===== config.mk =====
export PLATFORM = sky130hd
export DESIGN_NAME = pcmaa_ctrl
export DESIGN_NICKNAME = d
export VERILOG_FILES = /design/src/rtl/core/pcmaa_pkg.sv /design/src/rtl/core/pcmaa_ctrl.sv
export VERILOG_INCLUDE_DIRS = /design/src /design/src/rtl/core
export SDC_FILE = /design/constraint.sdc
export NUM_CORES = 1
export LEC_CHECK = 0
export ABC_AREA = 1
export BUFFER_PORTS_ARGS = -buffer_cell sky130_fd_sc_hd__buf_2
export CORE_AREA = 5 5 42 44
export DETAILED_ROUTE_END_ITERATION = 6
export DIE_AREA = 0 0 47 49
export PLACE_DENSITY = 0.48
export SYNTH_ARGS = -nofsm -noshare
export SYNTH_HDL_FRONTEND = slang
export SYNTH_SLANG_ARGS = --single-unit
export TNS_END_PERCENT = 50

===== constraint.sdc =====
create_clock -name clock -period 2 [get_ports clock]
set_input_delay 0.1 -clock clock [delete_from_list [all_inputs] [get_ports clock]]
set_output_delay 0.1 -clock clock [all_outputs]
set_load 0.05 [all_outputs]

===== src/rtl/core/per_channel_moving_average_alarm_defines.svh =====
// Assertion macros shared by the moving-average alarm RTL.
`ifndef PER_CHANNEL_MOVING_AVERAGE_ALARM_DEFINES_SVH
`define PER_CHANNEL_MOVING_AVERAGE_ALARM_DEFINES_SVH

`ifndef SYNTHESIS
// Same-cycle implication, disabled during reset.
`define PCMAA_ASSERT_IMP(label, clk, rst, ante, cons) \
   label: assert property (@(posedge clk) disable iff (rst) (ante) |-> (cons)) \
      else $error("pcmaa assertion failed");
// Next-cycle implication, disabled during reset.
`define PCMAA_ASSERT_NXT(label, clk, rst, ante, cons) \
   label: assert property (@(posedge clk) disable iff (rst) (ante) |=> (cons)) \
      else $error("pcmaa assertion failed");
`else
`define PCMAA_ASSERT_IMP(label, clk, rst, ante, cons)
`define PCMAA_ASSERT_NXT(label, clk, rst, ante, cons)
`endif

`endif


===== src/rtl/core/pcmaa_pkg.sv =====
// Shared types and constants of the moving-average alarm.
package pcmaa_pkg;

   localparam int CHAN_W      = 8;
   localparam int DATA_W      = 32;
   localparam int FILL_OUT_W  = 3;
   localparam int REQ_TDATA_W = 40;
   localparam int RSP_TDATA_W = 48;
   // quotient bits produced per divider cycle
   localparam int DIV_DIGITS  = 8;

   typedef enum logic [2:0] {
      ST_IDLE,
      ST_FETCH,
      ST_UPDATE,
      ST_DIVIDE,
      ST_OUTPUT
   } pcmaa_state_type;

   // controller -> datapath
   typedef struct packed {
      logic accept;
      logic fetch;
      logic update;
      logic div_step;
      logic load_out;
   } pcmaa_cmd_type;

   // datapath -> controller
   typedef struct packed {
      logic req_ok;
      logic div_last;
      logic out_free;
   } pcmaa_stat_type;

endpackage


===== src/rtl/core/pcmaa_ctrl.sv =====
// Sequencing state machine: fetch, update, divide, deliver.
`include "per_channel_moving_average_alarm_defines.svh"

module pcmaa_ctrl (
   input  logic                      clock,
   input  logic                      reset,
   input  logic                      req_tvalid,
   output logic                      req_tready,
   input  pcmaa_pkg::pcmaa_stat_type stat,
   output pcmaa_pkg::pcmaa_cmd_type  cmd
);
   import pcmaa_pkg::*;

   pcmaa_state_type state_ff, state_in;

   always_ff @(posedge clock) begin
      if (reset) begin
         state_ff <= ST_IDLE;
      end else begin
         state_ff <= state_in;
      end
   end

   // next state
   always_comb begin
      state_in = state_ff;
      unique case (state_ff)
         ST_IDLE: begin
            // out-of-range channels are taken and dropped
            if (req_tvalid && stat.req_ok) state_in = ST_FETCH;
         end
         ST_FETCH:  state_in = ST_UPDATE;
         ST_UPDATE: state_in = ST_DIVIDE;
         ST_DIVIDE: begin
            if (stat.div_last) state_in = ST_OUTPUT;
         end
         ST_OUTPUT: begin
            if (stat.out_free) state_in = ST_IDLE;
         end
         default: state_in = ST_IDLE;
      endcase
   end

   // outputs
   always_comb begin
      cmd        = '0;
      req_tready = 1'b0;
      unique case (state_ff)
         ST_IDLE: begin
            req_tready = 1'b1;
            cmd.accept = req_tvalid;
         end
         ST_FETCH:  cmd.fetch    = 1'b1;
         ST_UPDATE: cmd.update   = 1'b1;
         ST_DIVIDE: cmd.div_step = 1'b1;
         ST_OUTPUT: cmd.load_out = stat.out_free;
         default: cmd = '0;
      endcase
   end

   `PCMAA_ASSERT_NXT(a_accept_fetch, clock, reset, cmd.accept && stat.req_ok, state_ff == ST_FETCH)
   `PCMAA_ASSERT_NXT(a_div_done, clock, reset, state_ff == ST_DIVIDE && stat.div_last, state_ff == ST_OUTPUT)

endmodule


# --- After elaboration in Yosys (flattened, before gate mapping) ---
# Index checks and enable logic that the tools add are counted.
# W data, S select, Z words.
classes:
  eq_ne: 7
  mux: 10
  reduce_logical: 3
op_table:
  columns: ["cell", "count"]
  rows:
  - ["$pmux W3 S5", 1]
  - ["$mux W3", 3]
  - ["$eq A3 B2 Y1 const B", 2]
  - ["$mux W1", 6]
  - ["$ne A2 B2 Y1 const B", 3]
  - ["$eq A3 B1 Y1 const B", 1]
  - ["$eq A3 B3 Y1 const B", 1]
  - ["$logic_not A3 Y1", 1]
  - ["$reduce_and A3 Y1", 1]
  - ["$logic_and A1 B1 Y1", 1]
word_totals:
  regBits: 3
  input_bits: 6
  out_inout_bits: 6
  wordCells: 21

# --- Longest topological paths before layout ---
depth:
  ltp_word: 3
  mapped_depth: 6

# --- Worst setup path before layout ---
# OpenSTA, ideal clock, no wires.
synth_path:
  kind: "reg-to-output"
  from: "register state_ff[2]"
  to: "output cmd[0] (netlist name)"
  t_arrival_ns: 2.007
  required_time_ns: 1.900
  path_slack_ns: -0.107
  path_stages_with_launch: 3
  n_path_buf: 0
  path_cell_list: "dfxtp_1 > inv_1 > nor4_1"
synth_rtl:
  columns: ["item", "line_no", "rtl"]
  rows:
  - ["start: declaration", "pcmaa_ctrl.sv:14", "pcmaa_state_type state_ff, state_in;"]
  - ["start signal: assignment", "pcmaa_ctrl.sv:20", "state_ff <= state_in;"]
  - ["end: declaration", "pcmaa_ctrl.sv:10", "output pcmaa_pkg::pcmaa_cmd_type cmd"]

==> results.sh <==
export IMPL_fin_tns_setup_ns=0
export IMPL_worst_slew_margin_rel_pct=84.0
export IMPL_max_freq_mhz=722
export IMPL_largest_reg_flops=3
export IMPL_critPathCaptureType="primary output"
export IMPL_p_total_w=0.000651
export IMPL_fp_dieW_um=47
export IMPL_hp_class="input port to flip-flop"
export IMPL_setup_violations=0
export IMPL_final_period_utilization_pct=69.2
export IMPL_hold_depth=2
export IMPL_post_cts_resize_count=0
export IMPL_routed_via_count=243
export IMPL_worstPathArrival_ns=1.28
export IMPL_place_congestion=0.731
export IMPL_p_per_area_mw_per_mm2=2000
export IMPL_fin_area_um2=325
export IMPL_gr_usage_all_layers_pct=5.91
export IMPL_final_hold_viol_count=0
export IMPL_irDropWorstVdd_mv=0.298
export IMPL_maxSlewViolCount=0
export IMPL_leakagePower_nw=0.180
export IMPL_rsz0062_at_grt="no"
export IMPL_yosysWarnings=0
export IMPL_seqCellArea_um2=60.1
export IMPL_final_common_cell="buf_2"
export IMPL_syn_inst=33
export IMPL_critPathLaunchType="flip-flop"
export IMPL_die_y_um=49
export IMPL_syn_area_per_cell_um2=6.82
export IMPL_tightestPinTransition_ns=0.239
export IMPL_cts_tree="built"
export IMPL_criticalPathCategory="flip-flop to primary output"
export IMPL_antenna_cells=0
export IMPL_layout_drive_gt1_share_pct=48.9
export IMPL_holdBufCountCts=0
export IMPL_cts_sinks=3
export IMPL_io_pins=12
export IMPL_worstPathCellList="inv_1 -> nor4_2 -> buf_2"
export IMPL_wl_um=560
export IMPL_cp_slowest_stage_delay_ns=0.44
export IMPL_antenna_found_initial=0
export IMPL_grt_pass1_wl_um=945
export IMPL_grt_max_degree=7
export IMPL_via_per_inst=3.86
export IMPL_start_util_pct=16.1
export IMPL_grt_overflow=0
export IMPL_h_tree_depth=1
export IMPL_clkLatencyLatePin_ns=0.23
export IMPL_nFillCells=179
export IMPL_first_pass_iters=2
export IMPL_die_area_mm2=0.00230
export IMPL_std_cell_rows=14
export IMPL_cp_max_fo=5
export IMPL_coreArea_mm2=0.00140
export IMPL_largestRegisters="state_ff x3"
export IMPL_route_detailed_drc=0
export IMPL_period_needed_ns=1.38
export IMPL_reg2reg_depth=6
export IMPL_synth_cell_type_count=15
export IMPL_ys_seq_area_share_pct=26.7
export IMPL_cts_buffers=3
export IMPL_root_buffer="clkbuf_4"
export IMPL_first_global_vias=239
export IMPL_finClkSkew_ns=0.00115
export IMPL_path_clk_slew_ns=0.04
export IMPL_synthToLayoutAreaGrowth_pct=44.4
export IMPL_final_cell_mix="buf_2, inv_1, nand2_1"
export IMPL_cts_setup_buffers=0
export IMPL_maxCapViolCount=0
export IMPL_status="completed"
export IMPL_ys_ff_latch=3
export IMPL_post_dp_cell_area_um2=299
export IMPL_antenna_left=0
export IMPL_top_register="state_ff"
export IMPL_portBuffers=11
export IMPL_synth_fp_nets=39
export IMPL_clockBufferDepth=2
export IMPL_wire_per_inst_um=8.89
export IMPL_multi_input_area_um2=138
export IMPL_syn_area_um2=225
export IMPL_nets=54
export IMPL_drt_iter0_drc=2
export IMPL_cp_slowest_cell="dfxtp_1"
export IMPL_crit_required_ns=1.90
export IMPL_hpwlAfterDp_um=458
final timing paths:
kind,startpoint,to,slack [ns]
min,reset,state_ff[1],0.04
max,state_ff[2],cmd[0],0.62
max reg2reg,state_ff[1],state_ff[0],1.00
min reg2reg,state_ff[1],state_ff[1],0.60
stage by stage:
stage                     util, %  hold WS [ns]  instances  worst slack, ns
final                        23.2        0.0397         63            0.616
after global routing         23.2        0.0514         63            0.499
after detailed placement     21.3         0.280         59            0.863
after CTS                    23.2        0.0328         63            0.607
after floorplan                 -         0.169         33            0.458
after global placement       21.3         0.281         59            0.881
synthesized netlist by cell type, drive strengths merged:
| cell | count | area share (%) |
|---|---|---|
| a31oi | 1 | 2.8 |
| and3 | 1 | 2.8 |
| buf | 1 | 3.3 |
| dfxtp | 3 | 27 |
| inv | 7 | 12 |
| nand2 | 6 | 11 |
| nand3 | 5 | 16 |
| nand3b | 1 | 3.3 |
| nor2 | 6 | 18 |
| nor3 | 1 | 2.2 |
| nor4 | 1 | 2.8 |
worst max-delay path, delay by kind of cell (launching register included):
kind / cells / cell delay [ns]
flip-flops: 1 / 0.44
buffers and inverters: 2 / 0.41
AND/OR/NAND/NOR: 1 / 0.20
layout make-up:
cell class | count | area share, %
Multi-Input combinational cell | 22 | 42.3
Sequential cell | 3 | 18.5
Timing Repair Buffer | 11 | 16.9
Clock buffer | 4 | 8.08
Inverter | 7 | 8.08
Tap cell | 16 | 6.15
cells by family (layout without fill, tap and decap cells):
kind of cell    Yosys count  in the layout  synth area share, %
simple gates             21             21                 55.6
buf+inv                   8             22                 15.0
flops                     3              3                 26.7
compound gates            1              1                 2.78
power breakdown:
part,total (W),switching [W],internal [W]
registers,0.000130,0.0000442,0.0000858
logic,0.000415,0.000301,0.000113
clock network,0.000106,0.0000312,0.0000748
total,0.000651,0.000377,0.000274
layer usage:
metal / track usage (%) / up-vias / share of wire [%]
li1: - / 131 / -
met1: 6.58 / 105 / 41
met2: 8.14 / 7 / 50
met3: 3.32 / 0 / 8.2
met4: 4.15 / 0 / 0
met5: 0 / - / 0
Power figures use the tool's default switching activity.
